[src/rtl/core/s2ale_pkg.sv]
// ----------------------------------------------------------------------------
// s2ale_pkg
// Shared types, constants and the scan-code key table of the line editor.
// ----------------------------------------------------------------------------
package s2ale_pkg;

    // line store geometry
    localparam int LINE_DEPTH = 256;
    localparam int ADDR_W     = $clog2(LINE_DEPTH);
    localparam int CNT_W      = $clog2(LINE_DEPTH + 1);

    // command queue geometry
    localparam int CMDQ_DEPTH = 2;
    localparam int CMDQ_PTR_W = $clog2(CMDQ_DEPTH);
    localparam int CMDQ_CNT_W = $clog2(CMDQ_DEPTH + 1);

    // scan codes and characters
    localparam logic [7:0] PREFIX_BYTE = 8'hE0;
    localparam logic [7:0] ARROW_LEFT  = 8'h4B;
    localparam logic [7:0] ARROW_RIGHT = 8'h4D;
    localparam logic [7:0] SHIFT_LEFT  = 8'h2A;
    localparam logic [7:0] SHIFT_RIGHT = 8'h36;
    localparam logic [7:0] CAPS_LOCK   = 8'h3A;
    localparam logic [7:0] RELEASE_BIT = 8'h80;
    localparam logic [7:0] CHAR_BS     = 8'h08;
    localparam logic [7:0] CHAR_LF     = 8'h0A;
    localparam logic [7:0] CASE_GAP    = 8'd32;

    // work for the back end
    typedef enum logic [2:0] {
        OP_NONE,
        OP_CLEAR,
        OP_HOME,
        OP_LEFT,
        OP_RIGHT,
        OP_BKSP,
        OP_TYPE
    } op_t;

    typedef struct packed {
        op_t        op;
        logic [7:0] ch;
        logic       upper;
    } cmd_t;

    // one result word
    typedef struct packed {
        logic             stored;
        logic [CNT_W-1:0] cursor;
        logic [CNT_W-1:0] length;
        logic             upper;
        logic [7:0]       last_key;
        logic [7:0]       last_move;
        logic             overflow;
    } res_t;

    // back end sequencer
    typedef enum logic [1:0] {
        ST_IDLE,
        ST_SCAN,
        ST_FINISH
    } bk_state_t;

    // set 1 make code to ascii, zero for keys without a character
    function automatic logic [7:0] key_lookup(input logic [6:0] idx);
        logic [7:0] ch;
        begin
            unique case (idx)
                7'h01: ch = 8'h1B;
                7'h02: ch = 8'h31;
                7'h03: ch = 8'h32;
                7'h04: ch = 8'h33;
                7'h05: ch = 8'h34;
                7'h06: ch = 8'h35;
                7'h07: ch = 8'h36;
                7'h08: ch = 8'h37;
                7'h09: ch = 8'h38;
                7'h0A: ch = 8'h39;
                7'h0B: ch = 8'h30;
                7'h0C: ch = 8'h2D;
                7'h0D: ch = 8'h3D;
                7'h0E: ch = 8'h08;
                7'h0F: ch = 8'h09;
                7'h10: ch = 8'h71;
                7'h11: ch = 8'h77;
                7'h12: ch = 8'h65;
                7'h13: ch = 8'h72;
                7'h14: ch = 8'h74;
                7'h15: ch = 8'h79;
                7'h16: ch = 8'h75;
                7'h17: ch = 8'h69;
                7'h18: ch = 8'h6F;
                7'h19: ch = 8'h70;
                7'h1A: ch = 8'h5B;
                7'h1B: ch = 8'h5D;
                7'h1C: ch = 8'h0A;
                7'h1E: ch = 8'h61;
                7'h1F: ch = 8'h73;
                7'h20: ch = 8'h64;
                7'h21: ch = 8'h66;
                7'h22: ch = 8'h67;
                7'h23: ch = 8'h68;
                7'h24: ch = 8'h6A;
                7'h25: ch = 8'h6B;
                7'h26: ch = 8'h6C;
                7'h27: ch = 8'h3B;
                7'h28: ch = 8'h27;
                7'h29: ch = 8'h60;
                7'h2B: ch = 8'h5C;
                7'h2C: ch = 8'h7A;
                7'h2D: ch = 8'h78;
                7'h2E: ch = 8'h63;
                7'h2F: ch = 8'h76;
                7'h30: ch = 8'h62;
                7'h31: ch = 8'h6E;
                7'h32: ch = 8'h6D;
                7'h33: ch = 8'h2C;
                7'h34: ch = 8'h2E;
                7'h35: ch = 8'h2F;
                7'h37: ch = 8'h2A;
                7'h39: ch = 8'h20;
                7'h4A: ch = 8'h2D;
                7'h4E: ch = 8'h2B;
                default: ch = 8'h00;
            endcase
            return ch;
        end
    endfunction

endpackage

[src/rtl/core/s2ale_cmd_fifo.sv]
// ----------------------------------------------------------------------------
// s2ale_cmd_fifo
// Short command queue between the decode front end and the line back end.
// ----------------------------------------------------------------------------
module s2ale_cmd_fifo
(
    input  logic             clk,
    input  logic             rst_n,
    input  logic             push,
    input  s2ale_pkg::cmd_t  push_cmd,
    output logic             full,
    input  logic             pop,
    output s2ale_pkg::cmd_t  head_cmd,
    output logic             not_empty
);

    s2ale_pkg::cmd_t                        slot_reg [s2ale_pkg::CMDQ_DEPTH];
    logic [s2ale_pkg::CMDQ_PTR_W-1:0]       wr_ptr_reg;
    logic [s2ale_pkg::CMDQ_PTR_W-1:0]       wr_ptr_next;
    logic [s2ale_pkg::CMDQ_PTR_W-1:0]       rd_ptr_reg;
    logic [s2ale_pkg::CMDQ_PTR_W-1:0]       rd_ptr_next;
    logic [s2ale_pkg::CMDQ_CNT_W-1:0]       count_reg;
    logic [s2ale_pkg::CMDQ_CNT_W-1:0]       count_next;

    // status
    assign full      = (count_reg == s2ale_pkg::CMDQ_CNT_W'(s2ale_pkg::CMDQ_DEPTH));
    assign not_empty = (count_reg != '0);
    assign head_cmd  = slot_reg[rd_ptr_reg];

    // pointer and fill count update
    always_comb
    begin
        wr_ptr_next = wr_ptr_reg;
        rd_ptr_next = rd_ptr_reg;
        count_next  = count_reg;
        if (push)
        begin
            wr_ptr_next = (wr_ptr_reg == s2ale_pkg::CMDQ_PTR_W'(s2ale_pkg::CMDQ_DEPTH - 1))
                          ? '0 : wr_ptr_reg + s2ale_pkg::CMDQ_PTR_W'(1);
        end
        if (pop)
        begin
            rd_ptr_next = (rd_ptr_reg == s2ale_pkg::CMDQ_PTR_W'(s2ale_pkg::CMDQ_DEPTH - 1))
                          ? '0 : rd_ptr_reg + s2ale_pkg::CMDQ_PTR_W'(1);
        end
        if (push && !pop)
        begin
            count_next = count_reg + s2ale_pkg::CMDQ_CNT_W'(1);
        end
        else if (pop && !push)
        begin
            count_next = count_reg - s2ale_pkg::CMDQ_CNT_W'(1);
        end
    end

    always_ff @(posedge clk or negedge rst_n)
    begin
        if (!rst_n)
        begin
            wr_ptr_reg <= '0;
            rd_ptr_reg <= '0;
            count_reg  <= '0;
        end
        else
        begin
            wr_ptr_reg <= wr_ptr_next;
            rd_ptr_reg <= rd_ptr_next;
            count_reg  <= count_next;
        end
    end

    // queue storage
    always_ff @(posedge clk)
    begin
        if (push)
        begin
            slot_reg[wr_ptr_reg] <= push_cmd;
        end
    end

endmodule

[src/rtl/core/s2ale_front.sv]
// ----------------------------------------------------------------------------
// s2ale_front
// Takes scan-code words, tracks the prefix and case flags and turns each
// word into one command for the line back end.
// ----------------------------------------------------------------------------
module s2ale_front
(
    input  logic             clk,
    input  logic             rst_n,
    input  logic             cfg_wr_en,
    input  logic             cfg_wr_data,
    input  logic             in_valid,
    output logic             in_ready,
    input  logic [7:0]       scan_byte,
    input  logic             clear,
    output logic             push,
    output s2ale_pkg::cmd_t  push_cmd,
    input  logic             q_full
);

    logic       enabled_reg;
    logic       ext_reg;
    logic       ext_next;
    logic       case_reg;
    logic       case_next;
    logic [7:0] key_ch;
    logic [7:0] typed_ch;

    assign in_ready = !q_full;
    assign push     = in_valid && !q_full;

    // table lookup and case swap
    always_comb
    begin
        key_ch   = s2ale_pkg::key_lookup(scan_byte[6:0]);
        typed_ch = key_ch;
        if (case_reg && key_ch != s2ale_pkg::CHAR_LF)
        begin
            if (key_ch >= 8'h61 && key_ch <= 8'h7A)
            begin
                typed_ch = key_ch - s2ale_pkg::CASE_GAP;
            end
            else if (key_ch >= 8'h41 && key_ch <= 8'h5A)
            begin
                typed_ch = key_ch + s2ale_pkg::CASE_GAP;
            end
        end
    end

    // classify the word
    always_comb
    begin
        ext_next       = ext_reg;
        case_next      = case_reg;
        push_cmd.op    = s2ale_pkg::OP_NONE;
        push_cmd.ch    = typed_ch;
        priority if (clear)
        begin
            push_cmd.op = s2ale_pkg::OP_CLEAR;
        end
        else if (!enabled_reg)
        begin
            push_cmd.op = s2ale_pkg::OP_HOME;
        end
        else if (scan_byte == s2ale_pkg::PREFIX_BYTE)
        begin
            ext_next = 1'b1;
        end
        else if (ext_reg)
        begin
            ext_next = 1'b0;
            if (scan_byte == s2ale_pkg::ARROW_LEFT)
            begin
                push_cmd.op = s2ale_pkg::OP_LEFT;
            end
            else if (scan_byte == s2ale_pkg::ARROW_RIGHT)
            begin
                push_cmd.op = s2ale_pkg::OP_RIGHT;
            end
        end
        else if ((scan_byte & s2ale_pkg::RELEASE_BIT) != 8'h00)
        begin
            if (scan_byte == (s2ale_pkg::SHIFT_LEFT | s2ale_pkg::RELEASE_BIT) ||
                scan_byte == (s2ale_pkg::SHIFT_RIGHT | s2ale_pkg::RELEASE_BIT))
            begin
                case_next = !case_reg;
            end
        end
        else if (scan_byte == s2ale_pkg::SHIFT_LEFT || scan_byte == s2ale_pkg::SHIFT_RIGHT ||
                 scan_byte == s2ale_pkg::CAPS_LOCK)
        begin
            case_next = !case_reg;
        end
        else if (key_ch == s2ale_pkg::CHAR_BS)
        begin
            push_cmd.op = s2ale_pkg::OP_BKSP;
        end
        else if (key_ch != 8'h00)
        begin
            push_cmd.op = s2ale_pkg::OP_TYPE;
        end
        else
        begin
            // key without a character
            push_cmd.op = s2ale_pkg::OP_NONE;
        end
        push_cmd.upper = case_next;
    end

    // flags
    always_ff @(posedge clk or negedge rst_n)
    begin
        if (!rst_n)
        begin
            enabled_reg <= 1'b0;
            ext_reg     <= 1'b0;
            case_reg    <= 1'b0;
        end
        else
        begin
            if (cfg_wr_en)
            begin
                enabled_reg <= cfg_wr_data;
            end
            if (push)
            begin
                ext_reg  <= ext_next;
                case_reg <= case_next;
            end
        end
    end

endmodule

[src/rtl/core/s2ale_back.sv]
// ----------------------------------------------------------------------------
// s2ale_back
// Carries out line commands on the line store, cursor and length, scans
// the store for the right arrow and holds the result word for the output.
// ----------------------------------------------------------------------------
module s2ale_back
(
    input  logic             clk,
    input  logic             rst_n,
    input  logic             cmd_valid,
    input  s2ale_pkg::cmd_t  cmd,
    output logic             cmd_pop,
    output logic             out_valid,
    input  logic             out_ready,
    output s2ale_pkg::res_t  res
);

    localparam int AW = s2ale_pkg::ADDR_W;
    localparam int CW = s2ale_pkg::CNT_W;

    s2ale_pkg::bk_state_t            state_reg;
    s2ale_pkg::bk_state_t            state_next;

    logic [CW-1:0]                   cursor_reg;
    logic [CW-1:0]                   cursor_next;
    logic [CW-1:0]                   len_reg;
    logic [CW-1:0]                   len_next;
    logic [7:0]                      last_typed_reg;
    logic [7:0]                      last_typed_next;
    logic [7:0]                      last_arrow_reg;
    logic [7:0]                      last_arrow_next;

    // line store and per-entry valid bits
    logic [7:0]                      line_mem [s2ale_pkg::LINE_DEPTH];
    logic [s2ale_pkg::LINE_DEPTH-1:0] vld_reg;
    logic                            mem_we;
    logic [AW-1:0]                   mem_waddr;
    logic                            vld_clr_one;
    logic                            vld_clr_all;
    logic [AW-1:0]                   vld_clr_idx;
    logic [7:0]                      rd_data_reg;
    logic                            rd_vld_reg;

    // right arrow scan
    logic [AW-1:0]                   scan_idx_reg;
    logic [AW-1:0]                   scan_idx_next;
    logic                            chk_reg;
    logic                            chk_next;
    logic                            chk_last_reg;
    logic                            chk_last_next;
    logic                            move_ok_reg;
    logic                            move_ok_next;
    logic                            upper_reg;
    logic                            upper_next;
    logic                            zero_hit;
    logic                            start_scan;

    // output register
    logic                            out_valid_reg;
    logic                            out_valid_next;
    s2ale_pkg::res_t                 res_reg;
    s2ale_pkg::res_t                 res_next;
    logic                            out_free;
    logic                            load_out;
    logic                            stored;
    logic                            ovf;
    logic                            res_upper;

    assign out_free   = !out_valid_reg || out_ready;
    assign zero_hit   = !rd_vld_reg || (rd_data_reg == 8'h00);
    assign start_scan = cmd_valid && (cmd.op == s2ale_pkg::OP_RIGHT) &&
                        (cursor_reg != CW'(s2ale_pkg::LINE_DEPTH));
    assign out_valid  = out_valid_reg;
    assign res        = res_reg;

    // sequencer next state
    always_comb
    begin
        state_next = state_reg;
        unique case (state_reg)
            s2ale_pkg::ST_IDLE:
            begin
                if (start_scan)
                begin
                    state_next = s2ale_pkg::ST_SCAN;
                end
            end
            s2ale_pkg::ST_SCAN:
            begin
                if (chk_reg && (zero_hit || chk_last_reg))
                begin
                    state_next = s2ale_pkg::ST_FINISH;
                end
            end
            s2ale_pkg::ST_FINISH:
            begin
                if (out_free)
                begin
                    state_next = s2ale_pkg::ST_IDLE;
                end
            end
            default:
            begin
                state_next = s2ale_pkg::ST_IDLE;
            end
        endcase
    end

    // command execution and result assembly
    always_comb
    begin
        cursor_next     = cursor_reg;
        len_next        = len_reg;
        last_typed_next = last_typed_reg;
        last_arrow_next = last_arrow_reg;
        scan_idx_next   = scan_idx_reg;
        chk_next        = chk_reg;
        chk_last_next   = chk_last_reg;
        move_ok_next    = move_ok_reg;
        upper_next      = upper_reg;
        cmd_pop         = 1'b0;
        load_out        = 1'b0;
        stored          = 1'b0;
        ovf             = 1'b0;
        res_upper       = upper_reg;
        mem_we          = 1'b0;
        mem_waddr       = cursor_reg[AW-1:0];
        vld_clr_one     = 1'b0;
        vld_clr_all     = 1'b0;
        vld_clr_idx     = AW'(cursor_reg - CW'(1));
        unique case (state_reg)
            s2ale_pkg::ST_IDLE:
            begin
                if (start_scan)
                begin
                    cmd_pop       = 1'b1;
                    upper_next    = cmd.upper;
                    scan_idx_next = '0;
                    chk_next      = 1'b0;
                end
                else if (cmd_valid && out_free)
                begin
                    cmd_pop   = 1'b1;
                    load_out  = 1'b1;
                    res_upper = cmd.upper;
                    unique case (cmd.op)
                        s2ale_pkg::OP_CLEAR:
                        begin
                            cursor_next     = '0;
                            len_next        = '0;
                            last_typed_next = 8'h00;
                            last_arrow_next = 8'h00;
                            vld_clr_all     = 1'b1;
                        end
                        s2ale_pkg::OP_HOME:
                        begin
                            cursor_next = '0;
                        end
                        s2ale_pkg::OP_LEFT:
                        begin
                            if (cursor_reg != '0)
                            begin
                                cursor_next     = cursor_reg - CW'(1);
                                last_arrow_next = s2ale_pkg::ARROW_LEFT;
                            end
                        end
                        s2ale_pkg::OP_BKSP:
                        begin
                            if (cursor_reg != '0)
                            begin
                                cursor_next     = cursor_reg - CW'(1);
                                vld_clr_one     = 1'b1;
                                last_typed_next = s2ale_pkg::CHAR_BS;
                                if (len_reg != '0)
                                begin
                                    len_next = len_reg - CW'(1);
                                end
                            end
                        end
                        s2ale_pkg::OP_TYPE:
                        begin
                            if (cursor_reg == CW'(s2ale_pkg::LINE_DEPTH))
                            begin
                                ovf = 1'b1;
                            end
                            else
                            begin
                                mem_we          = 1'b1;
                                cursor_next     = cursor_reg + CW'(1);
                                last_typed_next = cmd.ch;
                                stored          = 1'b1;
                                if (len_reg != CW'(s2ale_pkg::LINE_DEPTH))
                                begin
                                    len_next = len_reg + CW'(1);
                                end
                            end
                        end
                        // right arrow at the end of the store, or nothing to do
                        default:
                        begin
                            cursor_next = cursor_reg;
                        end
                    endcase
                end
            end
            s2ale_pkg::ST_SCAN:
            begin
                scan_idx_next = scan_idx_reg + AW'(1);
                chk_next      = 1'b1;
                chk_last_next = (scan_idx_reg == cursor_reg[AW-1:0]);
                if (chk_reg)
                begin
                    if (zero_hit)
                    begin
                        move_ok_next = 1'b0;
                        chk_next     = 1'b0;
                    end
                    else if (chk_last_reg)
                    begin
                        move_ok_next = 1'b1;
                        chk_next     = 1'b0;
                    end
                end
            end
            s2ale_pkg::ST_FINISH:
            begin
                if (out_free)
                begin
                    load_out = 1'b1;
                    if (move_ok_reg)
                    begin
                        cursor_next     = cursor_reg + CW'(1);
                        last_arrow_next = s2ale_pkg::ARROW_RIGHT;
                    end
                end
            end
            default:
            begin
                load_out = 1'b0;
            end
        endcase

        res_next.stored    = stored;
        res_next.cursor    = cursor_next;
        res_next.length    = len_next;
        res_next.upper     = res_upper;
        res_next.last_key  = last_typed_next;
        res_next.last_move = last_arrow_next;
        res_next.overflow  = ovf;

        if (load_out)
        begin
            out_valid_next = 1'b1;
        end
        else if (out_ready)
        begin
            out_valid_next = 1'b0;
        end
        else
        begin
            out_valid_next = out_valid_reg;
        end
    end

    // control registers
    always_ff @(posedge clk or negedge rst_n)
    begin
        if (!rst_n)
        begin
            state_reg      <= s2ale_pkg::ST_IDLE;
            cursor_reg     <= '0;
            len_reg        <= '0;
            last_typed_reg <= 8'h00;
            last_arrow_reg <= 8'h00;
            chk_reg        <= 1'b0;
            out_valid_reg  <= 1'b0;
            vld_reg        <= '0;
        end
        else
        begin
            state_reg      <= state_next;
            cursor_reg     <= cursor_next;
            len_reg        <= len_next;
            last_typed_reg <= last_typed_next;
            last_arrow_reg <= last_arrow_next;
            chk_reg        <= chk_next;
            out_valid_reg  <= out_valid_next;
            if (vld_clr_all)
            begin
                vld_reg <= '0;
            end
            else if (vld_clr_one)
            begin
                vld_reg[vld_clr_idx] <= 1'b0;
            end
            else if (mem_we)
            begin
                vld_reg[mem_waddr] <= 1'b1;
            end
        end
    end

    // scan and result payload
    always_ff @(posedge clk)
    begin
        scan_idx_reg <= scan_idx_next;
        chk_last_reg <= chk_last_next;
        move_ok_reg  <= move_ok_next;
        upper_reg    <= upper_next;
        if (load_out)
        begin
            res_reg <= res_next;
        end
    end

    // line store, one write and one registered read per cycle
    always_ff @(posedge clk)
    begin
        if (mem_we)
        begin
            line_mem[mem_waddr] <= cmd.ch;
        end
        rd_data_reg <= line_mem[scan_idx_reg];
        rd_vld_reg  <= vld_reg[scan_idx_reg];
    end

endmodule

[src/rtl/core/scancode_to_ascii_line_editor.sv]
// ----------------------------------------------------------------------------
// scancode_to_ascii_line_editor
// Set 1 scan-code line editor: decode, command queue and line back end.
// ----------------------------------------------------------------------------
// Each input word (a scan byte plus a clear flag) gives exactly one result
// word. The front end decodes and takes a word in the cycle it is offered
// while the two-entry command queue has room. The back end handles one
// command at a time, and each result passes through a queue slot and the
// result register before it is offered on the output. A right arrow with
// the cursor short of the end of the store walks the line store from entry
// 0 up to the cursor through its single read port, one entry per cycle.
// Clear empties the line through per-entry valid bits, with no clearing
// pass after reset. The user writes input_enabled through cfg_wr_en /
// cfg_wr_data only while the block is idle; the block does not enforce it.
// ----------------------------------------------------------------------------
module scancode_to_ascii_line_editor
(
    input  logic        clk,
    input  logic        rst_n,
    input  logic        cfg_wr_en,
    input  logic        cfg_wr_data,   // input_enabled
    input  logic        s_tvalid,
    output logic        s_tready,
    input  logic [7:0]  s_tdata,       // [7:0] scan_byte
    input  logic        s_tuser,       // [0] clear
    output logic        m_tvalid,
    input  logic        m_tready,
    output logic [39:0] m_tdata        // [0] stored, [9:1] cursor_pos,
                                       // [18:10] line_length, [19] upper_mode,
                                       // [27:20] last_key, [35:28] last_move_code,
                                       // [36] overflow, [39:37] zero
);

    logic             push;
    s2ale_pkg::cmd_t  push_cmd;
    logic             q_full;
    logic             pop;
    s2ale_pkg::cmd_t  head_cmd;
    logic             q_not_empty;
    s2ale_pkg::res_t  res;

    s2ale_front u_front
    (
        .clk         (clk),
        .rst_n       (rst_n),
        .cfg_wr_en   (cfg_wr_en),
        .cfg_wr_data (cfg_wr_data),
        .in_valid    (s_tvalid),
        .in_ready    (s_tready),
        .scan_byte   (s_tdata),
        .clear       (s_tuser),
        .push        (push),
        .push_cmd    (push_cmd),
        .q_full      (q_full)
    );

    s2ale_cmd_fifo u_cmdq
    (
        .clk       (clk),
        .rst_n     (rst_n),
        .push      (push),
        .push_cmd  (push_cmd),
        .full      (q_full),
        .pop       (pop),
        .head_cmd  (head_cmd),
        .not_empty (q_not_empty)
    );

    s2ale_back u_back
    (
        .clk       (clk),
        .rst_n     (rst_n),
        .cmd_valid (q_not_empty),
        .cmd       (head_cmd),
        .cmd_pop   (pop),
        .out_valid (m_tvalid),
        .out_ready (m_tready),
        .res       (res)
    );

    // result word packing, first field in the low bits
    assign m_tdata = {3'b000, res.overflow, res.last_move, res.last_key, res.upper,
                      res.length, res.cursor, res.stored};

endmodule

[config.mk]
export PLATFORM = sky130hd
export DESIGN_NAME = scancode_to_ascii_line_editor
export DESIGN_NICKNAME = d
export VERILOG_FILES = /design/src/rtl/core/s2ale_pkg.sv /design/src/rtl/core/s2ale_cmd_fifo.sv /design/src/rtl/core/s2ale_front.sv /design/src/rtl/core/s2ale_back.sv /design/src/rtl/core/scancode_to_ascii_line_editor.sv
export SDC_FILE = /design/constraint.sdc
export NUM_CORES = 2
export LEC_CHECK = 0
export BUFFER_PORTS_ARGS = -buffer_cell sky130_fd_sc_hd__buf_4
export CAP_MARGIN = 15
export CORE_ASPECT_RATIO = 2
export CORE_MARGIN = 3
export CORE_UTILIZATION = 45
export CTS_BUF_LIST = sky130_fd_sc_hd__clkbuf_2 sky130_fd_sc_hd__clkbuf_4 sky130_fd_sc_hd__clkbuf_8
export CTS_CLUSTER_SIZE = 25
export DETAILED_ROUTE_END_ITERATION = 7
export RECOVER_POWER = 100
export SLEW_MARGIN = 20
export SYNTH_ARGS = -nofsm -noshare
export SYNTH_HDL_FRONTEND = slang
export SYNTH_SLANG_ARGS = --single-unit
[constraint.sdc]
create_clock -name clk -period 6.3 [get_ports clk]
set_input_delay 1.26 -clock clk [delete_from_list [all_inputs] [get_ports clk]]
set_output_delay 1.26 -clock clk [all_outputs]
set_load 0.01 [all_outputs]
# Word level (Yosys, flattened, before mapping)

Memory sizes are Yosys's and may differ from the RTL's. A register that Yosys moved wholly into a read port is not among the register bits.
Cells that the tools add are included.

ROM bits: 896
Memories kept: 3
Bits of input ports: 15
Logic and storage cells: 230
Output and inout bits: 42
Memory bits (writable): 2072
Flip-flop bits (word level): 350

Bitwise logic cells: 7
Muxes and demuxes: 105
Order comparisons: 9
Reductions and logical operators: 43
Eq/ne operators: 26
Add/sub/neg operators: 11

Memory list:

| name             | words | width | read ports | clocked after Yosys merged registers in | write ports | RTL line             | text |
|---|---|---|---|---|---|---|---|
| u_back.line_mem  | 256   | 8     | 1          | 1                                       | 1           | s2ale_back.sv:34     | `logic [7:0] line_mem [s2ale_pkg::LINE_DEPTH];` |
| (name not given) | 128   | 7     | 1          | 0                                       | 0           | s2ale_pkg.sv:68      | `unique case (idx)` |
| u_cmdq.slot_reg  | 2     | 12    | 1          | 0                                       | 1           | s2ale_cmd_fifo.sv:17 | `s2ale_pkg::cmd_t slot_reg [s2ale_pkg::CMDQ_DEPTH];` |

Operators by type and width:

| operator              | number |
|---|---|
| $mux W256             | 3 |
| $and A256 B256 Y256   | 1 |
| $not A256 Y256        | 1 |
| $or A256 B256 Y256    | 1 |
| $mux W9               | 13 |
| $mux W8               | 14 |
| $pmux W9 S3           | 2 |
| $pmux W8 S2           | 3 |
| $mux W1               | 47 |
| $mux W3               | 10 |
| $lt A8 B9 Y1 const B  | 3 |
| $eq A8 B6 Y1 const B  | 3 |
| $eq A8 B8 Y1 const B  | 3 |
| $pmux W8 S3           | 1 |
| $add A9 B1 Y9 const B | 2 |
| $ne A9 B9 Y1 const B  | 2 |
| $pmux W9 S2           | 1 |
| $reduce_bool A9 Y1    | 2 |
| $sub A9 B1 Y9 const B | 2 |
| $demux W1 S8          | 2 |
| $eq A8 B7 Y1 const B  | 2 |
| $ge A8 B1 Y1 const B  | 2 |
| $ge A8 B7 Y1 const B  | 2 |
| $le A8 B7 Y1 const B  | 2 |
| 33 further kinds      | 77 |

# Logic depth before layout (Yosys ltp)

An unclocked memory read counts as a cell.

Word-level depth: 10
Depth in mapped cells: 14
Gate-level depth less buffers: 11

# Cells and area by module

A second synthesis with hierarchy kept.

Cell total of the unflattened synthesis: 5809
Area total of the unflattened synthesis: 100267.4 um^2

By module, submodules not included:

| module                        | instances | sequential area each (um^2) | area an instance (um^2) | cells an instance |
|---|---|---|---|---|
| s2ale_back                    | 1         | 70477.6                     | 97574.8                 | 5537 |
| s2ale_front                   | 1         | 75.1                        | 1576.5                  | 215 |
| s2ale_cmd_fifo                | 1         | 820.8                       | 1089.8                  | 53 |
| scancode_to_ascii_line_editor | 1         | 0.0                         | 26.3                    | 4 |

# Worst setup path after synthesis

No wires, ideal clock.

Path type: in2reg
From: in m_tready
To: reg u_back.res_reg (netlist bit u_back.res[0]) (enable)
Required time: 5.817 ns
Cell stages on the path: 2
Library setup time: 0.483 ns
Buffers on the path: 0
Arrival time: 3.969 ns
Setup slack: 1.848 ns
Path through: nor2b_1 > o21ai_0

Longest elaborated chain between the ends: 5
Elaborated cells between the ends (all ways): 6
Those cells by class: mux: 4; reduce/logical: 2

RTL lines:

| item                   | RTL line                            | text |
|---|---|---|
| from (decl)            | scancode_to_ascii_line_editor.sv:27 | `input logic m_tready,` |
| $logic_or A1 B1 Y1 (*) | s2ale_back.sv:69                    | `assign out_free = !out_valid_reg \|\| out_ready;` |
| $logic_and A1 B1 Y1    | s2ale_back.sv:141                   | `else if (cmd_valid && out_free)` |
| $mux W1                | s2ale_back.sv:141                   |  |
| $mux W1                | s2ale_back.sv:134                   | `if (start_scan)` |
| $pmux W1 S2 (*)        | s2ale_back.sv:131                   | `unique case (state_reg)` |
| via u_back.load_out    | s2ale_back.sv:64                    | `logic load_out;` |
| to (signal assigned)   | s2ale_back.sv:312                   | `res_reg <= res_next;` |
| to (decl)              | s2ale_back.sv:61                    | `s2ale_pkg::res_t res_reg;` |

Mark *: on every way through the listed nets, which the timed path passes. The rest lies on a longest branch.
A chain may end at the register's enable or synchronous reset.

# Worst setup path in the final report

From: reg u_back.cursor_reg[0]
To: mem u_back.line_mem[148][7] (enable)

Longest elaborated chain between the ends: 8
Elaborated cells between the ends (all ways): 10
Those cells by class: eq/ne: 2; mux: 7; reduce/logical: 1

RTL lines:

| item                          | RTL line          | text |
|---|---|---|
| from (decl)                   | s2ale_back.sv:24  | `logic [CW-1:0] cursor_reg;` |
| from (signal assigned)        | s2ale_back.sv:282 | `cursor_reg <= cursor_next;` |
| $eq A9 B9 Y1                  | s2ale_back.sv:182 | `if (cursor_reg == CW'(s2ale_pkg::LINE_DEPTH))` |
| $mux W1                       | s2ale_back.sv:182 |  |
| $mux W1                       | s2ale_back.sv:146 | `unique case (cmd.op)` |
| $mux W1                       | s2ale_back.sv:141 |  |
| $mux W1                       | s2ale_back.sv:134 |  |
| $mux W1                       | --                |  |
| $mux W1                       | s2ale_back.sv:319 | `if (mem_we)` |
| $mux W1 (not written as such) | s2ale_back.sv:321 | `line_mem[mem_waddr] <= cmd.ch;` |
| to (decl)                     | s2ale_back.sv:34  |  |

Several ways; a longest one is shown, not always the timed one.

==> impl_metrics.env <==
export IMPL_status="finished, violations left"
export IMPL_violations="capacitance limit, slew limit"
export IMPL_p_per_area_mw_per_mm2=442
export IMPL_core_area_mm2=0.217
export IMPL_top_level_ports=57
export IMPL_maxSlewViolCount=1381
export IMPL_layout_common_cells="edfxtp_1 (2120), mux4_2 (767), nor2_1 (342), clkbuf_8 (342), dfrtp_1 (301)"
export IMPL_finalSetupViolations=0
export IMPL_totalWireLength_mm=278
export IMPL_finalCritPeriodShare=0.926
export IMPL_rsz0062_at_grt="false"
export IMPL_r2r_cells=11
export IMPL_final_common_cell="edfxtp_1"
export IMPL_fmax_ghz=0.171
export IMPL_clkLatencyLatePin_ns=0.93
export IMPL_grt_usage=0.250
export IMPL_hold_violations=0
export IMPL_critPathArrivalTime_ns=6.37
export IMPL_postRouteAntennaNets=0
export IMPL_drcViolationCount=0
export IMPL_synth_async_sr_flop_share=0.124
export IMPL_hold_end="u_back.last_arrow_reg[6]"
export IMPL_path_cells="inv_1 -> ha_1 -> nor3b_1 -> and3_1 -> o221ai_1 -> nor2_1 -> nand2_1 -> clkinv_1 -> nand2_1 -> clkbuf_2 -> nor2_1"
export IMPL_portBuffers=53
export IMPL_numPlacedInstances=7607
export IMPL_cts_setup_buffers=0
export IMPL_clk_path_buf_depth=4
export IMPL_drive_gt1_frac=0.275
export IMPL_worstSetupPathType="flip-flop to flip-flop"
export IMPL_syn2layout_area_growth_pct=10.0
export IMPL_startpoint_type="flip-flop"
export IMPL_dr_pass1_iters=5
export IMPL_grt_overflow=0
export IMPL_final_nets=5163
export IMPL_num_vias=50915
export IMPL_cts_root_buffer_cell="clkbuf_8"
export IMPL_yosys_area_top_type_share=0.647
export IMPL_hold_depth=1
export IMPL_reg2reg_slack_ns=0.47
export IMPL_antenna_found_initial=6
export IMPL_worst_slew_pin_slew_ns=5.01
export IMPL_reg2reg_to="u_back.line_mem[148][7]"
export IMPL_synth_edf_count=2120
export IMPL_peakVddDrop_mv=0.407
export IMPL_fp_dieW_um=337
export IMPL_synth_cell_types=74
export IMPL_maxCapViolations=16
export IMPL_grt_max_degree=152
export IMPL_fin_skew_ns=0.0477
export IMPL_cts_tree="built"
export IMPL_r2r_start="u_back.cursor_reg[0]"
export IMPL_cts_resized=0
export IMPL_grt_pass1_wl_mm=398
export IMPL_end_kind="flip-flop"
export IMPL_worst_ep_required_time_ns=6.83
export IMPL_hold_buffers=0
export IMPL_routed_via_density=6.22
export IMPL_max_stage_delay_ns=0.76
export IMPL_die_area_mm2=0.225
export IMPL_ys_flop_type="edfxtp_1"
export IMPL_slowest_stage="nor2_1"
export IMPL_first_global_vias=53924
export IMPL_synth_cell_area_mm2=0.0984
export IMPL_yosysTopAreaCell="edfxtp_1"
export IMPL_power_leakage_nw=34.2
export IMPL_gp_congestion=0.887
export IMPL_placementRows=242
export IMPL_yosysSeqAreaShare=0.726
export IMPL_wl_per_cell_um=34.0
export IMPL_die_y_um=667
export IMPL_fin_crit_ns=5.83
export IMPL_ys_warn_count=0
export IMPL_clk_pin_slew_worst_paths_ns=0.08
export IMPL_avgSynthCellArea_um2=19.7
export IMPL_synth_seq_cells=2430
export IMPL_layout_cells_non_filler=8181
export IMPL_min_path_type="flip-flop to flip-flop"
export IMPL_crit_fanout=17
export IMPL_largest_reg_flops=2048
export IMPL_drt_initial_drc_count=4994
export IMPL_start_util=0.452
export IMPL_numCtsBuffers=322
export IMPL_clock_sinks=2430
export IMPL_maxSlewHeadroom=-2.34
export IMPL_synth_area_leaders="edfxtp_1 (65%), mux4_2 (18%), dfrtp_1 (7.7%)"
export IMPL_worstHoldStart="u_back.last_arrow_reg[6]"
export IMPL_htreeDepth=5
export IMPL_hpwl_mm=175
export IMPL_fin_tns_setup_ns=0
export IMPL_syn_inst=5001
[critical path: cells and delay by family, from the launching register on]
kind                       cells  cell delay [ns]
buffers and inverters          3             1.28
DFF                            1             0.54
adders and majority gates      1             0.31
AOI/OAI and AO/OA              1             0.28
and+or+nand+nor                6             3.01
[through the flow]
| step | hold slack (ns) | power [W] | worst slack (ns) | utilization | area (um^2) |
|---|---|---|---|---|---|
| after floorplan | 0.441 | 0.0300 | 1.85 | - | 98400 |
| after global placement | 0.461 | 0.0366 | 0.983 | 0.470 | 102000 |
| after detailed placement | 0.460 | 0.0367 | 0.830 | 0.471 | 102000 |
| after CTS | 0.343 | 0.0484 | 0.866 | 0.500 | 109000 |
| after global routing | 0.508 | 0.0494 | 0.336 | 0.498 | 108000 |
| final | 0.476 | 0.0479 | 0.468 | 0.498 | 108000 |
[power breakdown]
group          internal [W]  switching [W]  total (W)
Clock               0.00602        0.00582     0.0118
Combinational       0.00574        0.00993     0.0157
Sequential           0.0200       0.000339     0.0203
Total                0.0318         0.0161     0.0479
[worst max path at each step]
stage / startpoint / end / slack (ns) / cells past startpoint
after floorplan: m_tready / u_back.res[0] / 1.85 / 2
after global placement: u_back.cursor_reg[0] / u_back.line_mem[9][0] / 0.98 / 11
after detailed placement: u_back.cursor_reg[0] / u_back.line_mem[172][1] / 0.83 / 10
after CTS: u_back.cursor_reg[0] / u_back.line_mem[172][4] / 0.87 / 10
after global routing: u_back.cursor_reg[0] / u_back.line_mem[148][7] / 0.34 / 11
final: u_back.cursor_reg[0] / u_back.line_mem[148][7] / 0.47 / 11
[metal layers]
layer,up-vias,share of wire,global-route usage
met4,0,0.059,0.125
met5,-,0,0
met2,2183,0.57,0.475
li1,20887,-,-
met3,645,0.050,0.0311
met1,27200,0.32,0.269
[cell type report]
type | instances | area, um^2
fillers | 17539 | 109000
diodes | 7 | 17.5
flip-flops and latches | 2430 | 71400
multi-input cells | 2157 | 25400
well taps | 2806 | 3510
repair buffers | 185 | 1480
inverters | 30 | 113
clock inverters | 136 | 935
clock buffers | 430 | 5370
[cells in the mapped netlist, drive strengths merged (5+ instances only)]
cell type,count
or3,5
and3,19
nor3,24
o22ai,9
o21ai,51
and2,22
mux2,16
a22o,8
ha,22
a31oi,12
o221ai,7
nor2b,22
inv,28
a211oi,257
or2,5
nand3,38
nand4,9
nand2b,22
clkbuf,243
nand2,70
mux2i,5
o311ai,5
xor2,12
nor4,9
a21o,6
nor3b,5
edfxtp,2120
nor2,354
dfxtp,9
dfrtp,301
xnor2,18
a21oi,284
mux4,767
o211ai,8
buf,143
or4,5
[logic make-up after synthesis]
logic type      synth area share
compound gates            0.0454
xor+xnor                 0.00267
fa+ha+maj                0.00280
buf+inv                   0.0169
flops                      0.726
mux                        0.178
other cells            0.0000381
simple gates              0.0285
Note: power is estimated with default switching activity, not from simulation.
